[config.mk]
export PLATFORM = sky130hd
export DESIGN_NAME = dewf_fifo
export DESIGN_NICKNAME = d
export VERILOG_FILES = /design/src/hdl/dewf_pkg.sv /design/src/hdl/dewf_fifo.sv
export SDC_FILE = /design/constraint.sdc
export NUM_CORES = 1
export LEC_CHECK = 0
export BUFFER_PORTS_ARGS = -buffer_cell sky130_fd_sc_hd__buf_2
export CORE_MARGIN = 4
export CORE_UTILIZATION = 56
export DETAILED_ROUTE_END_ITERATION = 10
export GPL_ROUTABILITY_DRIVEN = 1
export PLACE_DENSITY = 0.78
export SKIP_LAST_GASP = 1
export SYNTH_ARGS = -nofsm -noshare
export SYNTH_HDL_FRONTEND = slang
export SYNTH_SLANG_ARGS = --single-unit
[constraint.sdc]
create_clock -name clk -period 2.31 [get_ports clk]
set_input_delay 0.693 -clock clk [delete_from_list [all_inputs] [get_ports clk]]
set_output_delay 0.693 -clock clk [all_outputs]
set_load 0.1 [all_outputs]
[src/hdl/dewf_pkg.sv]
// Shared types, constants and table helper for the directional edge weight filter.
package dewf_pkg;

    localparam int MAX_WIDTH         = 2048;
    localparam int EXP_TABLE_ENTRIES = 256;
    localparam int X_W               = $clog2(MAX_WIDTH);
    localparam int W_W               = $clog2(MAX_WIDTH + 1);
    localparam int IDX_W             = $clog2(EXP_TABLE_ENTRIES);
    localparam int TAB_W             = $clog2(EXP_TABLE_ENTRIES + 1);
    localparam int FLUSH_W           = 12;
    localparam int FLUSH_MAX         = (1 << FLUSH_W) - 1;
    localparam int FIFO_DEPTH        = 4;
    localparam int FIFO_AW           = $clog2(FIFO_DEPTH);
    localparam int DIFF_W            = 19;
    localparam int P_W               = 36;
    localparam int PC_W              = 13;
    localparam int U_W               = 39;

    localparam longint LOG2E_Q24     = 24204406;
    localparam longint LN2_Q30       = 744261118;
    // -d*inv_gamma at or above SAT_P gives log2(weight) >= 12; at or below ZERO_P
    // it gives log2(weight) < -14.
    localparam longint SAT_P         = 2130;
    localparam longint ZERO_P        = -2485;
    localparam longint U_OFFSET      = 64'd14 << 32;

    localparam logic [1:0]  DIRECTION_RESET   = 2'd0;
    localparam logic [15:0] INV_GAMMA_RESET   = 16'd256;
    localparam logic [11:0] IMAGE_WIDTH_RESET = 12'd640;

    typedef enum logic [1:0] {
        REG_DIRECTION   = 2'd0,
        REG_INV_GAMMA   = 2'd1,
        REG_IMAGE_WIDTH = 2'd2
    } reg_index_t;

    typedef enum logic [1:0] {
        DIR_HORIZONTAL = 2'd0,
        DIR_VERTICAL   = 2'd1,
        DIR_MAIN_DIAG  = 2'd2,
        DIR_ANTI_DIAG  = 2'd3
    } direction_t;

    typedef struct packed {
        logic [15:0] pixel;
        logic        flush;
    } in_beat_t;

    typedef struct packed {
        logic [23:0] weight;
        logic        end_of_row;
        logic        end_of_frame;
    } out_beat_t;

    // One classified item handed from the front to the back.
    typedef struct packed {
        logic [15:0]    pixel;
        logic           flush;
        logic [X_W-1:0] x;
        logic [1:0]     row_phase;
        logic           emit_wrap;
        logic           emit_main;
        logic           w_one;
        logic           x_one;
        logic           last_flush;
    } item_t;

    typedef struct packed {
        logic signed [DIFF_W-1:0] d;
        logic                     end_of_row;
        logic                     end_of_frame;
    } diff_t;

    // Truncated Taylor series of 2^(i/EXP_TABLE_ENTRIES) in Q2.30.
    function automatic logic [31:0] pow2_raw(input int i);
        logic [63:0] x;
        logic [63:0] t;
        logic [63:0] s;
        x = (64'(i) * 64'(LN2_Q30)) / 64'(EXP_TABLE_ENTRIES);
        t = 64'd1 << 30;
        s = t;
        t = (t * x) >> 30;          s = s + t;
        t = ((t * x) >> 30) / 2;    s = s + t;
        t = ((t * x) >> 30) / 3;    s = s + t;
        t = ((t * x) >> 30) / 4;    s = s + t;
        t = ((t * x) >> 30) / 5;    s = s + t;
        t = ((t * x) >> 30) / 6;    s = s + t;
        t = ((t * x) >> 30) / 7;    s = s + t;
        t = ((t * x) >> 30) / 8;    s = s + t;
        t = ((t * x) >> 30) / 9;    s = s + t;
        t = ((t * x) >> 30) / 10;   s = s + t;
        t = ((t * x) >> 30) / 11;   s = s + t;
        t = ((t * x) >> 30) / 12;   s = s + t;
        t = ((t * x) >> 30) / 13;   s = s + t;
        t = ((t * x) >> 30) / 14;   s = s + t;
        t = ((t * x) >> 30) / 15;   s = s + t;
        t = ((t * x) >> 30) / 16;   s = s + t;
        t = ((t * x) >> 30) / 17;   s = s + t;
        t = ((t * x) >> 30) / 18;   s = s + t;
        t = ((t * x) >> 30) / 19;   s = s + t;
        t = ((t * x) >> 30) / 20;   s = s + t;
        return s[31:0];
    endfunction

endpackage

[src/hdl/dewf_fifo.sv]
// Short queue of classified items between the front and the back.
module dewf_fifo (
    input  logic            clk,
    input  logic            rst_n,
    input  logic            push,
    input  dewf_pkg::item_t push_item,
    input  logic            pop,
    output dewf_pkg::item_t pop_item,
    output logic            not_empty,
    output logic            full
);

    dewf_pkg::item_t                store_reg [dewf_pkg::FIFO_DEPTH];
    logic [dewf_pkg::FIFO_AW-1:0]   wr_ptr_reg, rd_ptr_reg;
    logic [dewf_pkg::FIFO_AW:0]     count_reg, count_next;

    assign not_empty = (count_reg != '0);
    assign full      = (32'(count_reg) == dewf_pkg::FIFO_DEPTH);
    assign pop_item  = store_reg[rd_ptr_reg];

    always_comb
    begin
        count_next = count_reg;
        if (push && !pop)
        begin
            count_next = count_reg + 1'b1;
        end
        else if (pop && !push)
        begin
            count_next = count_reg - 1'b1;
        end
    end

    always_ff @(posedge clk or negedge rst_n)
    begin
        if (!rst_n)
        begin
            wr_ptr_reg <= '0;
            rd_ptr_reg <= '0;
            count_reg  <= '0;
        end
        else
        begin
            if (push)
            begin
                wr_ptr_reg <= wr_ptr_reg + 1'b1;
            end
            if (pop)
            begin
                rd_ptr_reg <= rd_ptr_reg + 1'b1;
            end
            count_reg <= count_next;
        end
    end

    always_ff @(posedge clk)
    begin
        if (push)
        begin
            store_reg[wr_ptr_reg] <= push_item;
        end
    end

endmodule

Word-level counts from Yosys, hierarchy flattened:

Memories as Yosys holds them, arrays and structs flattened.
Index checks and enable logic that the tools add are counted.

* $add $sub $neg: 4
* $mul: 0
* divide/modulo/power cells: 0
* $lt $le $gt $ge: 0
* equal/unequal tests: 1
* shifts and indexed selects: 0
* muxes and demuxes: 4
* bitwise operators: 0
* reductions and logical operators: 6

Operators with widths (number)
* $mux 3: 2
* $add 2x1->2 const B: 2
* $add 3x1->3 const B: 1
* $eq 3x3->1 const B: 1
* $reduce_bool 3->1: 1
* $sub 3x1->3 const B: 1
* $logic_and 1x1->1: 2
* $logic_not 1->1: 2
* $mux 1: 2
* $reduce_bool 2->1: 1

* register bits: 7
* latch bits: 0
* memory bits (writable): 140
* ROM bits: 0
* memories: 1

Memories
* store_reg: words 4, width 35, read ports 1, clocked after Yosys merged registers in 0, wr ports 1, line dewf_fifo.sv:13 `dewf_pkg::item_t store_reg [dewf_pkg::FIFO_DEPTH];`

Depth between registers and ports, before layout:

Gate-level depths: netlist of run 1.

* depth in word-level cells: 4
* depth in mapped cells: 7
* mapped depth without buffers: 7

Least setup slack after synthesis of run 1:

Ideal clock, no wire load.

* path kind: reg-to-output
* from: register count_reg[0] (netlist name)
* to: output port full
* data arrival time: 2.647 ns
* required time: 1.617 ns
* setup slack: -1.030 ns
* stages on the path, launching flop included: 2
* buffers on the path: 0
* path through: dfrtp_1 nor3b_1

* word-level cells in the longest chain between the ends: 1

RTL lines
* start, declared: line dewf_fifo.sv:15 `logic [dewf_pkg::FIFO_AW:0] count_reg, count_next;`
* start signal, assigned: line dewf_fifo.sv:52 `count_reg <= count_next;`
* $eq 3x3->1: line dewf_fifo.sv:18 `assign full = (32'(count_reg) == dewf_pkg::FIFO_DEPTH);`
* end, declared: line dewf_fifo.sv:10 `output logic full`

Every way passes these cells.

==> results.json, run 1 <==
{
  "synth-seq-cells": 147,
  "num_io_pins": 76,
  "die_x_um": 107.1,
  "crit_required_ps": 1620,
  "synth_cell_types": 19,
  "crit_type": "register to output port",
  "cts_buffers": 17,
  "antenna_found_initial": 0,
  "violations": "negative setup slack",
  "critical_path_arrival_ps": 1930,
  "grt.total_usage": 0.1916,
  "cts_tree": "yes",
  "setup.worst_path.end_class": "output port",
  "rows": 35,
  "rsz0062_at_grt": "true",
  "r2r-end": "store_reg[2][18]",
  "utilization": 0.7546,
  "finalHoldViolCount": 0,
  "drv_cap": 0,
  "min_path_cells": 1,
  "htreeDepth": 4,
  "wire_per_inst_um": 21.58,
  "drive_gt1_frac": 0.5045,
  "ant_nets": 0,
  "synth_seq_area_share": 0.7960,
  "synth_area_leaders": "edfxtp_1 76%, mux4_2 11%, mux4_1 3.3%, dfrtp_1 3.2%, ha_1 1.1%",
  "slew_viol_final": 0,
  "syn2layout_area_growth_pct": 29.13,
  "fin_tns_setup_ps": -10150,
  "clk-insertion-delay-late_ps": 510,
  "fmax_ghz": 0.3807,
  "diodes": 0,
  "grt_max_degree": 26,
  "post-route-min-period_ps": 2626,
  "cts.sink_count": 147,
  "grt_overflow": 0,
  "fin_nets": 369,
  "chipHeight_um": 107.1,
  "drc": 0,
  "synth_area_sq_mm": 0.005502,
  "finalSetupViolations": 35,
  "syn_inst": 217,
  "setup_slack_ps": -316.5,
  "relSlewSlack": 0.7263,
  "fin_crit_sh": 1.137,
  "start_util": 0.5843,
  "tightest_slew_ps": 410.5,
  "synthesis.nets": 262,
  "firstDrtPassIters": 4,
  "dpl.hpwl_mm": 6.171,
  "place_area_sq_mm": 0.006309,
  "vias": 2576,
  "dieArea_sq_mm": 0.01147,
  "reg2reg_from": "wr_ptr_reg[0]",
  "status": "finished with violations",
  "crit_fanout": 11,
  "synth.avg_cell_area_sq_um": 25.35,
  "io_buffers": 75,
  "core_area_sq_mm": 0.009415,
  "synth_top_area_cell": "edfxtp_1",
  "drtIter0Drc": 98,
  "synth_top_cell_area_share": 0.7642,
  "reg2reg_slack_ps": 700,
  "cts-root-buf": "clkbuf_8",
  "clk_path_buf_depth": 2,
  "gp_congestion": 0.7115,
  "worst_r2r_path_depth": 4,
  "hold_path_startpoint": "push_item[17]",
  "yosysWarnings": 0,
  "grt_pass1_wl_mm": 15.82,
  "holdPathEnd": "store_reg[2][17]",
  "skew_ps": 8.036,
  "cts.clk_slew.worst_paths_ps": 70,
  "finalWirelength_mm": 10.06,
  "crit_path_start_kind": "register",
  "hold_path.class": "primary input to register",
  "stdcell_area_sq_mm": 0.007104,
  "routed_via_density": 5.528,
  "largest_register_ffs": 140,
  "grt_pass1_vias": 2815
}
[how the worst max path moves through the flow]
stage	end	cells after the start	startpoint
6_report	pop_item[27]	3	rd_ptr_reg[0]
5_1_grt	pop_item[19]	3	rd_ptr_reg[0]
4_1_cts	pop_item[7]	3	rd_ptr_reg[0]
3_5_place_dp	pop_item[30]	3	rd_ptr_reg[0]
3_3_place_gp	pop_item[18]	3	rd_ptr_reg[0]
2_1_floorplan	pop_item[24]	3	rd_ptr_reg[1]
[worst max-delay path, cell delays in order (launching register included)]
cell and delay, ps:
dfrtp_2 480, buf_12 190, mux4_2 550, buf_6 210
[layer usage]
metal,vias to the layer above,wire length (um),track usage
met5,-,0,0
met4,0,128,0.06393
met3,12,564,0.06261
met2,79,5315,0.3132
met1,1354,4048,0.2443
li1,1131,-,-
[synthesized netlist by cell type]
cell type / n
mux2_2: 1
dfrtp_1: 7
nor3b_1: 1
buf_12: 3
ha_1: 5
xnor2_1: 2
buf_2: 4
nor2_1: 1
and2_1: 4
xor2_1: 4
mux4_2: 28
buf_6: 1
mux4_1: 7
nand2_1: 2
o21ai_0: 1
edfxtp_1: 140
fa_1: 1
inv_1: 4
or3_1: 1
[repair_timing]
| item | CTS | global route |
|---|---|---|
| resized for setup | 64 | 11 |
| cloned | 0 | 1 |
| hold endpoints to repair | 7 | 0 |
| hold buffers | 1 | 0 |
| endpoints found under the setup margin | 37 | 36 |
| buffers inserted | 3 | 3 |
[final cells by class]
class                      instances  area (sq um)
clock buffer                      18         417.9
clock inverter                    14         118.9
fill                             522          2311
inverter                           4         15.01
multi-input combinational         58          1006
sequential                       147          4383
tap                              129         161.4
timing repair buffer              96          1002
[layout by cell type, fill, tap and decap left out, drive strengths merged]
master,instances
nand2,2
dfrtp,7
nor2,1
mux2,1
clkinvlp,5
clkinv,2
nor3b,1
o21ai,1
fa,1
xnor2,2
and2,4
buf,94
mux4,35
edfxtp,140
clkbuf,19
inv,11
ha,5
dlygate4sd3,1
xor2,4
or3,1
[cells by family (layout without fill, tap and decap cells)]
family / count (synthesis) / in the layout / synth area share
AOI/OAI and AO/OA: 1 / 1 / 0.0009088
xor gates and xnor gates: 6 / 6 / 0.009552
adders and majority gates: 6 / 6 / 0.01501
buffers and inverters: 12 / 132 / 0.01933
DFF: 147 / 147 / 0.7960
muxes: 36 / 36 / 0.1501
and+or+nand+nor: 9 / 9 / 0.009097
[through the flow]
| stage | instances | hold WS [ps] | worst slack, ps |
|---|---|---|---|
| floorplan | 217 | 397.4 | 107.2 |
| global placement | 427 | 491.4 | 128.3 |
| detailed placement | 427 | 503.5 | 85.00 |
| CTS | 463 | 362.5 | -353.0 |
| global route | 466 | 372.4 | -379.2 |
| finish | 466 | 386.7 | -316.5 |
Power of run 1 is not shown: default switching activity piles up to over one toggle a cycle in this logic, so the estimate is an artifact.
==> run 2: changes to the inputs <==
- BUFFER_PORTS_ARGS: -buffer_cell sky130_fd_sc_hd__buf_2 -> default
- CORE_ASPECT_RATIO: default -> 0.9
- CORE_UTILIZATION: 56 -> 60
- DONT_BUFFER_PORTS: default -> 1
- PLACE_DENSITY: 0.78 -> 0.76
==> run 2 against run 1 <==
Against the previous run:
- the flow still finishes with violations (negative setup slack)
- clock skew is 1.0 ps lower
- cell count decreased by 11%
- core utilization rose by 6.1 points
- sequential share of layout area fell by 0.41 points
- highest routed layer unchanged
- via count is 3.4% lower
- critical endpoint is now pop_item[21]
- count of clock-buffer cells in the layout grew 1
==> results.json, run 2 (same netlist as run 1, synthesis figures left out) <==
{
  "finalSetupViolations": 35,
  "grt.total_usage": 0.2112,
  "drv_cap": 0,
  "hold_path.class": "primary input to register",
  "fmax_ghz": 0.3837,
  "utilization": 0.8156,
  "rsz0062_at_grt": "true",
  "grt_pass1_wl_mm": 16.09,
  "slew_viol_final": 0,
  "rows": 32,
  "start_util": 0.6274,
  "holdPathEnd": "store_reg[2][3]",
  "die_x_um": 108.9,
  "relSlewSlack": 0.7404,
  "violations": "negative setup slack",
  "final_common_cell": "edfxtp_1",
  "num_io_pins": 76,
  "final_cell_mix": "140 x edfxtp_1, 41 x buf_12, 35 x mux4_2",
  "vias": 2488,
  "htreeDepth": 4,
  "grt_overflow": 0,
  "syn2layout_area_growth_pct": 30.00,
  "min_path_cells": 0,
  "finalWirelength_mm": 10.86,
  "r2r-end": "store_reg[0][34]",
  "gp_congestion": 0.6194,
  "grt_pass1_vias": 2717,
  "fillers": 382,
  "post-route-min-period_ps": 2606,
  "grt_max_degree": 24,
  "setup_slack_ps": -296.4,
  "setup.worst_path.end_class": "output port",
  "crit_type": "register to output port",
  "diodes": 0,
  "dieArea_sq_mm": 0.01077,
  "wire_per_inst_um": 26.17,
  "dpl.hpwl_mm": 6.432,
  "status": "finished with violations",
  "io_buffers": 0,
  "fin_tns_setup_ps": -9733,
  "cts_buffers": 17,
  "cts-root-buf": "clkbuf_8",
  "antenna_found_initial": 0,
  "ant_nets": 0,
  "fin_nets": 329,
  "clk-insertion-delay-late_ps": 510,
  "crit_fanout": 6,
  "worst_r2r_path_depth": 4,
  "routed_via_density": 5.995,
  "clk_path_buf_depth": 2,
  "chipHeight_um": 98.84,
  "reg2reg_from": "wr_ptr_reg[0]",
  "seq_area_sq_mm": 0.004383,
  "core_area_sq_mm": 0.008768,
  "hold_ws_ps": 272.5,
  "critical_path_arrival_ps": 1910,
  "reg2reg_slack_ps": 580,
  "firstDrtPassIters": 4,
  "cts.clk_slew.worst_paths_ps": 60,
  "largest_register_ffs": 140,
  "tightest_slew_ps": 388.1,
  "dpl_worst_slack_ps": 178.5,
  "finalHoldViolCount": 0,
  "fin_crit_sh": 1.128,
  "cts.sink_count": 147,
  "multi_input_area_sq_mm": 0.001006,
  "crit_path_start_kind": "register",
  "drc": 0,
  "hold_path_startpoint": "push_item[3]",
  "drtIter0Drc": 115,
  "cts_tree": "yes",
  "crit_required_ps": 1620,
  "drive_gt1_frac": 0.4324,
  "skew_ps": 7.012
}
run 2: cell types whose count changed in the layout (fill, tap and decap cells not counted), sizes merged:
cell      before  now
buf           94   53
bufinv         0    4
clkbuf        19   21
clkinv         2    4
clkinvlp       5    3
inv           11    5
run 2: worst max path at each step:
stage             startpoint           end  slack, ps  cells after the start
6_report       rd_ptr_reg[0]  pop_item[21]       -300                      4
5_1_grt        rd_ptr_reg[0]   pop_item[4]       -360                      4
4_1_cts        rd_ptr_reg[0]   pop_item[4]       -320                      4
3_5_place_dp   rd_ptr_reg[0]  pop_item[24]        180                      3
3_3_place_gp   rd_ptr_reg[0]  pop_item[31]        190                      3
2_1_floorplan  rd_ptr_reg[1]  pop_item[24]        110                      3
run 2: timing repair:
| item | CTS | global route |
|---|---|---|
| setup endpoints to repair | 35 | 36 |
| pin swaps | 0 | 0 |
| setup buffers | 3 | 1 |
| cloned | 1 | 2 |
| gates resized for setup | 8 | 2 |
| hold endpoints to repair | 7 | 0 |
| hold buffers | 1 | 0 |
run 2: critical path, stage by stage (launching register included):
cell	delay [ps]
dfrtp_2	370
buf_4	150
buf_12	140
mux4_2	550
buf_12	190
run 2: layout make-up:
| type | instances | area share |
|---|---|---|
| Sequential cell | 147 | 0.6128 |
| Clock inverter | 12 | 0.02554 |
| Inverter | 4 | 0.002099 |
| Timing Repair Buffer | 56 | 0.1391 |
| Tap cell | 119 | 0.02082 |
| Multi-Input combinational cell | 58 | 0.1407 |
| Clock buffer | 19 | 0.05896 |
run 2: routing by layer:
layer,wire length (um),global-route usage
met5,0,0
met4,105,0.06602
met3,834,0.07859
met2,5839,0.3574
met1,4083,0.2525
run 2: per-stage QoR:
| step | instances | cell area, sq um |
|---|---|---|
| detailed placement | 376 | 6451 |
| global route | 415 | 7152 |
| floorplan | 217 | 5513 |
| finish | 415 | 7152 |
| CTS | 412 | 7089 |
| global placement | 376 | 6451 |
Power of run 2 is left out for the same reason.
