===== config.mk =====
export PLATFORM = sky130hd
export DESIGN_NAME = dewf_front
export DESIGN_NICKNAME = d
export VERILOG_FILES = /design/src/hdl/dewf_pkg.sv /design/src/hdl/dewf_front.sv
export SDC_FILE = /design/constraint.sdc
export NUM_CORES = 1
export LEC_CHECK = 0
export ABC_AREA = 0
export BUFFER_PORTS_ARGS = -buffer_cell sky130_fd_sc_hd__buf_2
export CAP_MARGIN = 20
export CORE_AREA = 2 2 92 94
export DETAILED_ROUTE_END_ITERATION = 7
export DIE_AREA = 0 0 94 96
export PLACE_DENSITY_LB_ADDON = 0.12
export SLEW_MARGIN = 30
export SYNTH_ARGS = -nofsm -noshare
export SYNTH_HDL_FRONTEND = slang
export SYNTH_SLANG_ARGS = --single-unit
export TNS_END_PERCENT = 50

===== constraint.sdc =====
create_clock -name clk -period 4.4 [get_ports clk]
set_input_delay 0.66 -clock clk [delete_from_list [all_inputs] [get_ports clk]]
set_output_delay 0.66 -clock clk [all_outputs]
set_load 0.01 [all_outputs]

===== src/hdl/dewf_pkg.sv =====
// Shared types, constants and table helper for the directional edge weight filter.
package dewf_pkg;

    localparam int MAX_WIDTH         = 2048;
    localparam int EXP_TABLE_ENTRIES = 256;
    localparam int X_W               = $clog2(MAX_WIDTH);
    localparam int W_W               = $clog2(MAX_WIDTH + 1);
    localparam int IDX_W             = $clog2(EXP_TABLE_ENTRIES);
    localparam int TAB_W             = $clog2(EXP_TABLE_ENTRIES + 1);
    localparam int FLUSH_W           = 12;
    localparam int FLUSH_MAX         = (1 << FLUSH_W) - 1;
    localparam int FIFO_DEPTH        = 4;
    localparam int FIFO_AW           = $clog2(FIFO_DEPTH);
    localparam int DIFF_W            = 19;
    localparam int P_W               = 36;
    localparam int PC_W              = 13;
    localparam int U_W               = 39;

    localparam longint LOG2E_Q24     = 24204406;
    localparam longint LN2_Q30       = 744261118;
    // -d*inv_gamma at or above SAT_P gives log2(weight) >= 12; at or below ZERO_P
    // it gives log2(weight) < -14.
    localparam longint SAT_P         = 2130;
    localparam longint ZERO_P        = -2485;
    localparam longint U_OFFSET      = 64'd14 << 32;

    localparam logic [1:0]  DIRECTION_RESET   = 2'd0;
    localparam logic [15:0] INV_GAMMA_RESET   = 16'd256;
    localparam logic [11:0] IMAGE_WIDTH_RESET = 12'd640;

    typedef enum logic [1:0] {
        REG_DIRECTION   = 2'd0,
        REG_INV_GAMMA   = 2'd1,
        REG_IMAGE_WIDTH = 2'd2
    } reg_index_t;

    typedef enum logic [1:0] {
        DIR_HORIZONTAL = 2'd0,
        DIR_VERTICAL   = 2'd1,
        DIR_MAIN_DIAG  = 2'd2,
        DIR_ANTI_DIAG  = 2'd3
    } direction_t;

    typedef struct packed {
        logic [15:0] pixel;
        logic        flush;
    } in_beat_t;

    typedef struct packed {
        logic [23:0] weight;
        logic        end_of_row;
        logic        end_of_frame;
    } out_beat_t;

    // One classified item handed from the front to the back.
    typedef struct packed {
        logic [15:0]    pixel;
        logic           flush;
        logic [X_W-1:0] x;
        logic [1:0]     row_phase;
        logic           emit_wrap;
        logic           emit_main;
        logic           w_one;
        logic           x_one;
        logic           last_flush;
    } item_t;

    typedef struct packed {
        logic signed [DIFF_W-1:0] d;
        logic                     end_of_row;
        logic                     end_of_frame;
    } diff_t;

    // Truncated Taylor series of 2^(i/EXP_TABLE_ENTRIES) in Q2.30.
    function automatic logic [31:0] pow2_raw(input int i);
        logic [63:0] x;
        logic [63:0] t;
        logic [63:0] s;
        x = (64'(i) * 64'(LN2_Q30)) / 64'(EXP_TABLE_ENTRIES);
        t = 64'd1 << 30;
        s = t;
        t = (t * x) >> 30;          s = s + t;
        t = ((t * x) >> 30) / 2;    s = s + t;
        t = ((t * x) >> 30) / 3;    s = s + t;
        t = ((t * x) >> 30) / 4;    s = s + t;
        t = ((t * x) >> 30) / 5;    s = s + t;
        t = ((t * x) >> 30) / 6;    s = s + t;
        t = ((t * x) >> 30) / 7;    s = s + t;
        t = ((t * x) >> 30) / 8;    s = s + t;
        t = ((t * x) >> 30) / 9;    s = s + t;
        t = ((t * x) >> 30) / 10;   s = s + t;
        t = ((t * x) >> 30) / 11;   s = s + t;
        t = ((t * x) >> 30) / 12;   s = s + t;
        t = ((t * x) >> 30) / 13;   s = s + t;
        t = ((t * x) >> 30) / 14;   s = s + t;
        t = ((t * x) >> 30) / 15;   s = s + t;
        t = ((t * x) >> 30) / 16;   s = s + t;
        t = ((t * x) >> 30) / 17;   s = s + t;
        t = ((t * x) >> 30) / 18;   s = s + t;
        t = ((t * x) >> 30) / 19;   s = s + t;
        t = ((t * x) >> 30) / 20;   s = s + t;
        return s[31:0];
    endfunction

endpackage


===== src/hdl/dewf_front.sv =====
// Front end: tracks column, row and flush counts and classifies each input beat.
module dewf_front (
    input  logic                clk,
    input  logic                rst_n,
    input  logic                accept,
    input  dewf_pkg::in_beat_t  beat,
    input  logic [11:0]         image_width,
    output dewf_pkg::item_t     item
);

    logic [dewf_pkg::X_W-1:0]     cc_reg, cc_next;
    logic [1:0]                   rp_reg, rp_next;
    logic [dewf_pkg::FLUSH_W-1:0] fc_reg, fc_next;

    logic [dewf_pkg::W_W-1:0] w;
    logic                     wrap;
    logic [dewf_pkg::X_W-1:0] x;
    logic [1:0]               rp_a;
    logic [dewf_pkg::FLUSH_W-1:0] fc_a;
    logic                     last;
    logic                     x_end;

    always_comb
    begin
        if (image_width == 12'd0)
        begin
            w = dewf_pkg::W_W'(1);
        end
        else if (32'(image_width) > dewf_pkg::MAX_WIDTH)
        begin
            w = dewf_pkg::W_W'(dewf_pkg::MAX_WIDTH);
        end
        else
        begin
            w = dewf_pkg::W_W'(image_width);
        end

        // width lowered under a running row: start a new row
        wrap = (32'(cc_reg) >= 32'(w));
        x    = wrap ? '0 : cc_reg;
        rp_a = (wrap && rp_reg != 2'd3) ? rp_reg + 2'd1 : rp_reg;

        fc_a = fc_reg;
        if (beat.flush && 32'(fc_reg) != dewf_pkg::FLUSH_MAX)
        begin
            fc_a = fc_reg + 1'b1;
        end
        last  = beat.flush && (32'(fc_a) >= 32'(w) + 32'd1);
        x_end = (32'(x) + 32'd1 >= 32'(w));

        item.pixel      = beat.pixel;
        item.flush      = beat.flush;
        item.x          = x;
        item.row_phase  = rp_a;
        item.emit_wrap  = (x == '0) && (rp_a >= 2'd2);
        item.emit_main  = (x != '0) && (rp_a >= 2'd1);
        item.w_one      = (w == dewf_pkg::W_W'(1));
        item.x_one      = (x == dewf_pkg::X_W'(1));
        item.last_flush = last;

        cc_next = cc_reg;
        rp_next = rp_reg;
        fc_next = fc_reg;
        if (accept)
        begin
            if (last)
            begin
                cc_next = '0;
                rp_next = '0;
                fc_next = '0;
            end
            else
            begin
                fc_next = fc_a;
                if (x_end)
                begin
                    cc_next = '0;
                    rp_next = (rp_a != 2'd3) ? rp_a + 2'd1 : rp_a;
                end
                else
                begin
                    cc_next = x + 1'b1;
                    rp_next = rp_a;
                end
            end
        end
    end

    always_ff @(posedge clk or negedge rst_n)
    begin
        if (!rst_n)
        begin
            cc_reg <= '0;
            rp_reg <= '0;
            fc_reg <= '0;
        end
        else
        begin
            cc_reg <= cc_next;
            rp_reg <= rp_next;
            fc_reg <= fc_next;
        end
    end

endmodule


# ---- Word level (Yosys, flattened, before mapping)
# Index checks and enable logic that the tools add are counted.
dict set report word_totals {
  reg_bits 25
  in_bits 32
  output_inout_bits 35
  elab_cells 39
}
dict set report classes {
  addsub 6
  magnitude_cmp 6
  eq_ne 5
  muxes 11
  n_reduce_logical 8
}
# cell n
set op_table {}
lappend op_table {{2-to-1 mux 12 bit} 4}
lappend op_table {{2-to-1 mux 11 bit} 3}
lappend op_table {{adder 12 x 1 -> 13 bit (second input constant)} 1}
lappend op_table {{>= comparator 12 x 13 -> 1 bit} 1}
lappend op_table {{adder 11 x 1 -> 12 bit (second input constant)} 1}
lappend op_table {{adder 12 x 1 -> 12 bit (second input constant)} 1}
lappend op_table {{equality test 12 x 1 -> 1 bit (second input constant)} 1}
lappend op_table {{>= comparator 11 x 12 -> 1 bit} 1}
lappend op_table {{>= comparator 12 bit} 1}
lappend op_table {{greater-than comparator 12 bit (second input constant)} 1}
lappend op_table {{logical NOT 12 bit} 1}
lappend op_table {{inequality test 12 bit (second input constant)} 1}
lappend op_table {{adder 11 x 1 -> 11 bit (second input constant)} 1}
lappend op_table {{equality test 11 x 1 -> 1 bit (second input constant)} 1}
lappend op_table {{logical NOT 11 bit} 1}
lappend op_table {{nonzero test 11 bit} 1}
lappend op_table {{2-to-1 mux 2 bit} 4}
lappend op_table {{logical AND 1 bit} 5}
lappend op_table {{adder 2 x 1 -> 2 bit (second input constant)} 2}
lappend op_table {{inequality test 2 bit (second input constant)} 2}
lappend op_table {{>= comparator 2 x 1 -> 1 bit (second input constant)} 1}
lappend op_table {{>= comparator 2 bit (second input constant)} 1}

# ---- Longest topological paths before layout
# Gate-level depths: netlist (run 1).
dict set report logic_depth {
  word_depth 10
  ltp_mapped 28
  mapped_depth_nobuf 25
}

# ---- Least setup slack after synthesis (run 1)
# OpenSTA, ideal clock, no wires.
dict set report synth_timing {
  kind {input to register}
  start {input image_width[9]}
  end {register cc_reg[2] in the netlist's numbering}
  setup_time_ns 0.124
  arrival_ns 5.910
  t_required_ns 4.276
  setup_slack_ns -1.634
  cell_stages 28
  path_buffers 3
  cell_sequence {nor4_1 -> nand3_1 -> or2_2 -> o21ai_0 -> nand2_1 -> ha_1 -> nand4b_4 -> a2111o_1 -> o22a_1 -> and2_1 -> buf_6 -> nand2_1 -> inv_1 -> ha_1 -> and3_1 -> and3_1 -> clkbuf_1 -> nand3_1 -> xor2_1 -> nor2_1 -> ha_1 -> nand3_1 -> a211oi_1 -> a211oi_1 -> o22ai_1 -> clkbuf_1 -> nor4_1 -> a211o_1}
}
# element line_no
set synth_rtl {}
lappend synth_rtl {{start, declared} dewf_front.sv:7} ;# input logic [11:0] image_width,
lappend synth_rtl {{end signal, assigned} dewf_front.sv:99} ;# cc_reg <= cc_next;
lappend synth_rtl {{end, declared} dewf_front.sv:11} ;# logic [dewf_pkg::X_W-1:0] cc_reg, cc_next;

# ---- Worst setup path after layout (run 1)
dict set report layout_timing {
  start {input image_width[10]}
  end {register cc_reg[4] in the netlist's numbering}
}
dict set report layout_between {
  elab_chain_len 9
  word_cells_on_any_way 14
  classes_between {add/sub: 3; order compare: 4; mux: 5; reduce/logical: 2}
}
# element line_no
set layout_rtl {}
lappend layout_rtl {{greater-than comparator 12 bit} dewf_front.sv:29} ;# else if (32'(image_width) > dewf_pkg::MAX_WIDTH)
lappend layout_rtl {{2-to-1 mux 12 bit} dewf_front.sv:29}
lappend layout_rtl {{2-to-1 mux 12 bit *} dewf_front.sv:25} ;# if (image_width == 12'd0)
lappend layout_rtl {{>= comparator 11 x 12 -> 1 bit} dewf_front.sv:39} ;# wrap = (32'(cc_reg) >= 32'(w));
lappend layout_rtl {{2-to-1 mux 11 bit} dewf_front.sv:40} ;# x = wrap ? '0 : cc_reg;
lappend layout_rtl {{adder 11 x 1 -> 12 bit} dewf_front.sv:49} ;# x_end = (32'(x) + 32'd1 >= 32'(w));
lappend layout_rtl {{>= comparator 12 bit} dewf_front.sv:49}
lappend layout_rtl {{2-to-1 mux 11 bit} dewf_front.sv:75} ;# if (x_end)
lappend layout_rtl {{2-to-1 mux 11 bit *} dewf_front.sv:66} ;# if (last)
# Mark *: on every way between the ends. The rest lies on a longest branch, timed or not.
# A chain may end at the register's enable or synchronous reset.

==> metrics.cfg, run 1 <==
[status]
status = finished with violations
violations = setup timing

[clock_tree]
htree_levels = 1
clkLatencyLatePin_ns = 0.28
clock_path_buffers = 2
cts_tree = built
numCtsBuffers = 3
clkTransAtPathRegs_ns = 0.10
cts-root-buf = clkbuf_8
cts_num_sinks = 25

[timing]
setup_viol = 14
rsz0062_at_grt = true
min_period_ns = 5.16
report.final.slew_viol_count = 0
fin_ws_ns = -0.756
fmax_mhz = 194
maxSlewHeadroom_pct = 54.0
finalCritPeriodShare_pct = 117
skew_ns = 0.00281
tightest_slew_ns = 0.681
hold_viol = 0

[global_routing]
track_usage_pct = 22.8
grt_pass1_wl_mm = 16.0
grt-ovfl-total = 0
grt_start_max_net_pins = 27
antenna_found_initial = 0
grt_pass1_vias = 3081

[cells_and_area]
largest_reg_flops = 12
stdcell_area_sq_mm = 0.00442
fin_util_pct = 54.9
drive_above_1_share_pct = 38.1
antenna_cells = 0
nFillCells = 763
nets = 563
area_delta_synth_final_pct = 39.7

[die]
row_count = 33
core-area_sq_mm = 0.00805
io_pins = 67
die_area_sq_mm = 0.00902
initial_core_util_pct = 39.3
die_h_um = 96
dieWidth_um = 94

[critical_path]
start_kind = input port
crit_end = cc_reg[4]$_DFFE_PN0P_
crit_required_ns = 4.58
crit_arrival_ns = 5.34
cp_max_fo = 5
timing.rr.start = cc_reg[0]$_DFFE_PN0P_
reg2reg_depth = 23
crit_path_end_kind = flip-flop
regToRegSetupSlack_ns = 0.10
timing.rr.end = cc_reg[0]$_DFFE_PN0P_
crit_type = input port to flip-flop
startpoint = image_width[10]

[pwr]
p_leak_nw = 2.14
pwr_density_cell_mw_per_mm2 = 371
ir_drop_mv = 0.225

[synth]
ys_async_sr_fraction_pct = 100
ys.flop_type = dfrtp_1
synth_edf_count = 0
synth_seq_cells = 25
synth_cell_types = 55
ys_top_cells_by_area = dfrtp_1 20%, ha_1 17%, xnor2_1 4.4%, buf_4 4.3%, and3_1 4.0%
synth_common_cells = 42 x ha_1, 32 x nand2_1, 29 x nor2_1
netlist_area_sq_mm = 0.00316
ys_warn_count = 0
syn_inst = 387
seq_area_frac_synth_pct = 19.8
synth_nets = 461
yosys.area.top_type = dfrtp_1
synth_most_common_cell = ha_1
synth.avg_cell_area_sq_um = 8.17
synth_top_area_share_pct = 19.8

[drt]
drtAntennaViolNets = 0
dr.pass1.iters = 4
drcViolationCount = 0
vias = 3202
wl_per_cell_um = 16.7
via_per_inst = 5.40
drt_iter0_markers = 114
drt_wl_total_mm = 9.88

[placed_design]
placement.cell_area_sq_mm = 0.00402
port_buffers = 34
gp_congestion = 0.863
place_hpwl_mm = 7.75
dpl_worst_slack_ns = -1.30

[worst_hold_path]
hp-class = input port to asynchronous set/reset pin

[flow_run]
max-cap-violations = 0

-- power breakdown --
group	leakage, nW	internal [mW]	switching [mW]
Combinational	1.80	0.556	0.582
Sequential	0.323	0.284	0.0657
Clock	0.0217	0.0645	0.0886
-- cell families after synthesis --
family | after synthesis | synth area share (%)
fa+ha+maj | 42 | 16.6
compound gates | 96 | 22.5
mux | 2 | 0.672
simple gates | 143 | 23.9
xor+xnor | 27 | 7.48
flops | 25 | 19.8
buf+inv | 52 | 9.06
-- layer usage --
| layer | wire, um | vias up | track usage (%) | share of wire, % |
|---|---|---|---|---|
| li1 | - | 1600 | - | - |
| met1 | 4880 | 1534 | 32.8 | 49 |
| met2 | 4560 | 66 | 37.4 | 46 |
| met3 | 388 | 2 | 2.35 | 3.9 |
| met4 | 46 | 0 | 4.23 | 0.47 |
| met5 | 0 | - | 0 | 0 |
-- cells in the final DEF, fill, tap and decap left out, drive strengths merged, types with 3 or more instances in the layout --
master | netlist | layout
buf | 22 | 127
xnor2 | 16 | 16
nand3 | 15 | 15
nor2b | 10 | 10
a21oi | 12 | 12
a211o | 4 | 4
nand2 | 33 | 33
a211oi | 3 | 3
nor2 | 29 | 29
o21ai | 22 | 22
inv | 20 | 20
nand2b | 5 | 5
o31ai | 10 | 10
nor4 | 5 | 5
nor3 | 12 | 12
and3 | 20 | 20
o21a | 5 | 5
or2 | 3 | 3
a21o | 3 | 3
a2111o | 3 | 3
a22o | 14 | 14
a31oi | 3 | 3
dfrtp | 25 | 25
clkbuf | 8 | 3
ha | 42 | 42
xor2 | 11 | 11
-- through the flow --
step                      std cells  TNS, ns  total power, mW  hold WS, ns
after floorplan                 387   -11.10            0.954        0.364
after global placement          579   -14.75             1.33        0.508
after detailed placement        579   -17.16             1.35        0.518
after CTS                       589    -9.48             1.58        0.387
after global routing            593   -11.58             1.79        0.409
final                           593    -9.29             1.64        0.376
-- critical path, cell delays in order --
cell,delay (ns)
buf_6,0.09
nor4_2,0.24
nand3_1,0.12
or2_4,0.30
o21ai_4,0.16
nand2_2,0.10
ha_4,0.29
nand4b_4,0.09
a2111o_1,0.33
o22a_1,0.24
and2_4,0.19
nand2_4,0.08
inv_4,0.04
ha_4,0.16
and3_4,0.15
and3_4,0.20
buf_4,0.14
xnor2_2,0.13
nor2_1,0.07
ha_1,0.32
nand3_4,0.09
a211oi_4,0.25
a211oi_4,0.11
o22ai_4,0.21
buf_12,0.16
nor3_4,0.05
buf_6,0.14
a22o_1,0.22
-- cell type report --
cell class	count	area [sq um]	area share (%)
clock inverters	1	7.51	0.170
inverters	22	87.6	1.98
repair buffers	127	941	21.3
well taps	105	131	2.97
multi-input cells	310	2580	58.5
flip-flops and latches	25	626	14.2
clock buffers	3	41.3	0.934
-- worst min-delay path by stage --
stage                     slack (ns)                      to
after global routing            0.41   fc_reg[5]$_DFFE_PN0P_
after detailed placement        0.52  fc_reg[11]$_DFFE_PN0P_
after floorplan                 0.36   cc_reg[0]$_DFFE_PN0P_
final                           0.38   fc_reg[5]$_DFFE_PN0P_
after CTS                       0.39   fc_reg[7]$_DFFE_PN0P_
after global placement          0.51  fc_reg[11]$_DFFE_PN0P_
-- what timing repair did --
action / in CTS / in global routing
cloned: 1 / 0
endpoints found under the hold margin: 0 / 0
hold buffers: 0 / 0
gates resized for setup: 21 / 24
pin swaps: 29 / 34
setup buffers: 5 / 4
endpoints found under the setup margin: 14 / 14
(Power assumes the default switching activity.)
==> run 2: changes to the inputs <==
REMOVE_ABC_BUFFERS = 1   (was not set)
==> run 2 against run 1 <==
Largest power group unchanged. Sequential power about the same. Setup slack improved by 0.055 ns. Non-clock buffer count increased by 7. Clock power about the same. Fmax increased by 1.1%. Largest cell class unchanged. The run still ends with setup timing left. Highest routed layer unchanged. Sequential share of layout area increased by 0.17 points.
==> metrics.cfg, run 2 (synthesis gave the netlist of run 1 again) <==
[critical_path]
cpLargestDelayFamily = simple AND/OR/NAND/NOR gates
regToRegSetupSlack_ns = 0.16
crit_path_max_incr_delay_ns = 0.43
cpMaxStageDelayCell = a2111o_1
start_kind = input port
crit_arrival_ns = 5.28
cp_common_cell = nand3_2
critPathBufInv = 4
crit_required_ns = 4.58
crit_path_end_kind = flip-flop
cp_max_fo = 8
crit_type = input port to flip-flop

[global_routing]
antenna_found_initial = 0
grt_pass1_vias = 3238
track_usage_pct = 22.5
grt_pass1_wl_mm = 15.9
grt_start_max_net_pins = 27
grt-ovfl-total = 0

[clock_tree]
cts-root-buf = clkbuf_8
cts_num_sinks = 25
clock_path_buffers = 2
numCtsBuffers = 3
clkLatencyLatePin_ns = 0.28
htree_levels = 1
cts_tree = built
cts_hold_buf = 0
clkTransAtPathRegs_ns = 0.11

[drt]
wl_met3_um = 382
met2WireLength_mm = 5.22
vias = 3256
wl_per_cell_um = 16.8
via_per_inst = 5.43
routed.top_layer = met4
wl_met1_mm = 4.35
dr.pass1.iters = 6
drt_iter0_markers = 133
drcViolationCount = 0
drtAntennaViolNets = 0
drt_wl_total_mm = 10.1

[cells_and_area]
antenna_cells = 0
final_cell_mix = 93 x buf_4, 37 x ha_1, 33 x buf_2, 29 x nand2_1, 28 x nor2_1
final_common_cell = buf_4
fin_cells = 600
area_delta_synth_final_pct = 38.1
nFillCells = 749
nets = 570
stdcell_area_sq_mm = 0.00437
drive_above_1_share_pct = 38.0
largest_reg_flops = 12

[pwr]
pwr_density_cell_mw_per_mm2 = 371
seq_power_share_pct = 21.7
p_leak_nw = 2.16
intPower_mw = 0.905
power_switching_mw = 0.716
power_frac_comb_pct = 68.6
ir_drop_mv = 0.154
pwr-share-clk_pct = 9.6
total_power_mw = 1.62
switching_share_pct = 44.2

[die]
io_pins = 67
core-area_sq_mm = 0.00805
die_h_um = 96
initial_core_util_pct = 39.3
die_area_sq_mm = 0.00902
row_count = 33
dieWidth_um = 94

[timing]
setup_viol = 14
rsz0062_at_grt = true
fmax_mhz = 196
setup_tns_ns = -8.61
maxSlewHeadroom_pct = 45.0
fin_ws_ns = -0.702
report.final.slew_viol_count = 0
min_period_ns = 5.10
skew_ns = 0.00229
finalCritPeriodShare_pct = 116
tightest_slew_ns = 0.815
hold_viol = 0

[placed_design]
place_hpwl_mm = 7.65
placement.cell_area_sq_mm = 0.00389
numPlacedInstances = 580
port_buffers = 34
gp_congestion = 0.887
dpl_worst_slack_ns = -1.57

[worst_hold_path]
hp-class = input port to asynchronous set/reset pin

[flow_run]
max-cap-violations = 0

[status]
status = finished with violations
violations = setup timing

run 2: cell count changes in the layout (fill, tap and decap cells not counted), sizes merged:
cell,change
buf,+7
clkinv,+1
clkinvlp,-1
run 2: what timing repair did:
action                                  in CTS  in global routing
endpoints found under the hold margin        0                  0
endpoints found under the setup margin      19                 26
resized for setup                           40                 26
setup buffers                               10                  5
cloned                                       1                  0
pin swaps                                   30                 22
run 2: worst paths after layout:
kind | depth (start not counted) | end | from
max in group asynchronous | 1 | fc_reg[1]$_DFFE_PN0P_ | rst_n
worst max register to register | 22 | cc_reg[7]$_DFFE_PN0P_ | cc_reg[10]$_DFFE_PN0P_
worst min-delay path | 1 | cc_reg[3]$_DFFE_PN0P_ | rst_n
worst max-delay path | 28 | cc_reg[7]$_DFFE_PN0P_ | image_width[10]
min in group clk | 1 | fc_reg[11]$_DFFE_PN0P_ | fc_reg[11]$_DFFE_PN0P_
worst min register to register | 1 | fc_reg[11]$_DFFE_PN0P_ | fc_reg[11]$_DFFE_PN0P_
run 2: routing by layer:
metal	global-route usage, %	vias to the layer above
li1	-	1615
met4	6.04	0
met1	26.4	1572
met2	41.9	63
met3	4.31	6
met5	0	-
run 2: power groups by stage:
stage	logic [mW]	clock network, mW	registers [mW]
floorplan	0.516	0	0.351
global placement	0.905	0	0.353
detailed placement	0.920	0	0.354
CTS	1.04	0.161	0.350
global route	1.23	0.167	0.362
finish	1.11	0.156	0.352
run 2: final cells by class:
class	count	area [sq um]	area share, %
Tap cell	105	131	3.01
Clock buffer	3	41.3	0.945
Clock inverter	1	5.00	0.115
Timing Repair Buffer	134	961	22.0
Sequential cell	25	626	14.3
Inverter	22	85.1	1.95
Multi-Input combinational cell	310	2520	57.7
run 2: per-stage QoR:
stage	util [%]	hold slack (ns)
2_1_floorplan	-	0.364
3_3_place_gp	48.3	0.510
3_5_place_dp	48.3	0.517
4_1_cts	52.4	0.398
5_1_grt	54.3	0.433
6_report	54.3	0.371
==> run 3: changes to the inputs <==
CORE_AREA = 2 2 99 101   (was 2 2 92 94)
DIE_AREA = 0 0 101 103   (was 0 0 94 96)
==> run 3 against run 2 <==
The run still ends with setup timing left. Sequential share of layout area is 0.50 points lower. Die area is 15% higher. Utilization is 6.4 points lower. Clock skew is 0.017 ns higher. Largest cell class unchanged.
==> metrics.cfg, run 3 (synthesis gave the netlist of run 1 again) <==
[pwr]
total_power_mw = 1.66
ir_drop_mv = 0.175
seq_power_share_pct = 21.5
pwr-share-clk_pct = 9.1
switching_share_pct = 43.1
intPower_mw = 0.942
power_switching_mw = 0.714
power_frac_comb_pct = 69.4
p_leak_nw = 2.23
pwr_density_cell_mw_per_mm2 = 366

[timing]
rsz0062_at_grt = true
hold_viol = 0
setup_viol = 14
min_period_ns = 5.09
tightest_slew_ns = 0.879
fin_ws_ns = -0.687
finalCritPeriodShare_pct = 116
fmax_mhz = 197
skew_ns = 0.0192
report.final.slew_viol_count = 0
maxSlewHeadroom_pct = 40.6

[placed_design]
numPlacedInstances = 592
port_buffers = 34
place_hpwl_mm = 7.79
gp_congestion = 0.825
dpl_worst_slack_ns = -1.62

[global_routing]
grt_pass1_vias = 3325
grt-ovfl-total = 0
grt_start_max_net_pins = 27
track_usage_pct = 19.4
antenna_found_initial = 0
grt_pass1_wl_mm = 16.1

[die]
io_pins = 67
core-area_sq_mm = 0.00946
die_h_um = 103
dieWidth_um = 101
die_area_sq_mm = 0.0104
initial_core_util_pct = 33.4
row_count = 36

[cells_and_area]
nets = 583
final_common_cell = buf_4
drive_above_1_share_pct = 40.2
area_delta_synth_final_pct = 43.1
antenna_cells = 0
largest_reg_flops = 12
final_cell_mix = 106 x buf_4, 34 x ha_1, 32 x buf_2, 28 x nand2_1, 27 x nor2_1
fin_cells = 622

[critical_path]
cp_common_cell = a211oi_2
crit_type = input port to flip-flop
critPathBufInv = 5
cp_max_fo = 8
start_kind = input port
crit_arrival_ns = 5.27
cpLargestDelayFamily = simple AND/OR/NAND/NOR gates
crit_path_max_incr_delay_ns = 0.36
cpMaxStageDelayCell = a2111oi_4
crit_path_end_kind = flip-flop
crit_required_ns = 4.59

[clock_tree]
clkTransAtPathRegs_ns = 0.11
htree_levels = 1
clkLatencyLatePin_ns = 0.29
cts_tree = built
numCtsBuffers = 3
clock_path_buffers = 2
cts-root-buf = clkbuf_8
cts_num_sinks = 25

[worst_hold_path]
hp-class = input port to asynchronous set/reset pin

[drt]
drt_wl_total_mm = 9.99
wl_per_cell_um = 16.1
dr.pass1.iters = 4
drt_iter0_markers = 76
drtAntennaViolNets = 0
drcViolationCount = 0
vias = 3277
via_per_inst = 5.27

[status]
status = finished with violations
violations = setup timing

[flow_run]
max-cap-violations = 0

## run 3: changes by cell type in the layout (fill, tap and decap cells not counted), moves of 2 or more
cell	delta
buf_4	+13
buf_12	+3
ha_1	-3
ha_4	+3
buf_8	-2
nand3_2	-2
nor3_2	-2
o21ai_0	-2
o21ai_1	+2
## run 3: routing by layer
layer  global-route usage (%)  vias to the layer above  routed length [um]
met2                     35.5                       54                5020
met5                        0                        -                   0
met3                     3.59                       14                 269
met4                     4.78                        0                 200
li1                         -                     1647                   -
met1                     23.6                     1562                4490
## run 3: layout make-up
type | count | area (sq um)
inverter | 22 | 87.6
clock inverter | 1 | 5.00
timing repair buffer | 147 | 1080
tap | 114 | 143
multi-input combinational | 310 | 2540
clock buffer | 3 | 41.3
sequential | 25 | 626
fill | 914 | 4930
## run 3: final timing paths
check,start,end,slack [ns],depth (start not counted)
setup / recovery,image_width[10],cc_reg[2]$_DFFE_PN0P_,-0.69,28
hold / removal,rst_n,cc_reg[4]$_DFFE_PN0P_,0.37,1
setup reg to reg,cc_reg[0]$_DFFE_PN0P_,cc_reg[2]$_DFFE_PN0P_,0.16,23
hold reg to reg,fc_reg[11]$_DFFE_PN0P_,fc_reg[11]$_DFFE_PN0P_,0.52,1
max in group asynchronous,rst_n,fc_reg[2]$_DFFE_PN0P_,3.60,1
min in group clk,fc_reg[11]$_DFFE_PN0P_,fc_reg[11]$_DFFE_PN0P_,0.52,1
## run 3: what timing repair did
action                                  in CTS  in global routing
setup buffers                               21                  9
gates resized for setup                     43                 26
endpoints found under the setup margin      19                 29
hold buffers                                 0                  0
pin swaps                                   36                 25
## run 3: metrics by stage
stage	TNS [ns]	util [%]	hold slack, ns	area (sq um)
detailed placement	-23.27	41.9	0.511	3960
global route	-11.56	47.8	0.426	4530
global placement	-21.07	41.9	0.509	3960
finish	-8.33	47.8	0.369	4530
CTS	-6.96	46.2	0.395	4370
floorplan	-21.74	-	0.364	2960
## run 3: power by group through the flow
stage | combinational (mW) | clock, mW | sequential, mW
after floorplan | 0.516 | 0 | 0.351
after global placement | 0.938 | 0 | 0.360
after detailed placement | 0.949 | 0 | 0.362
after CTS | 1.07 | 0.158 | 0.357
after global routing | 1.27 | 0.167 | 0.366
final | 1.15 | 0.151 | 0.355
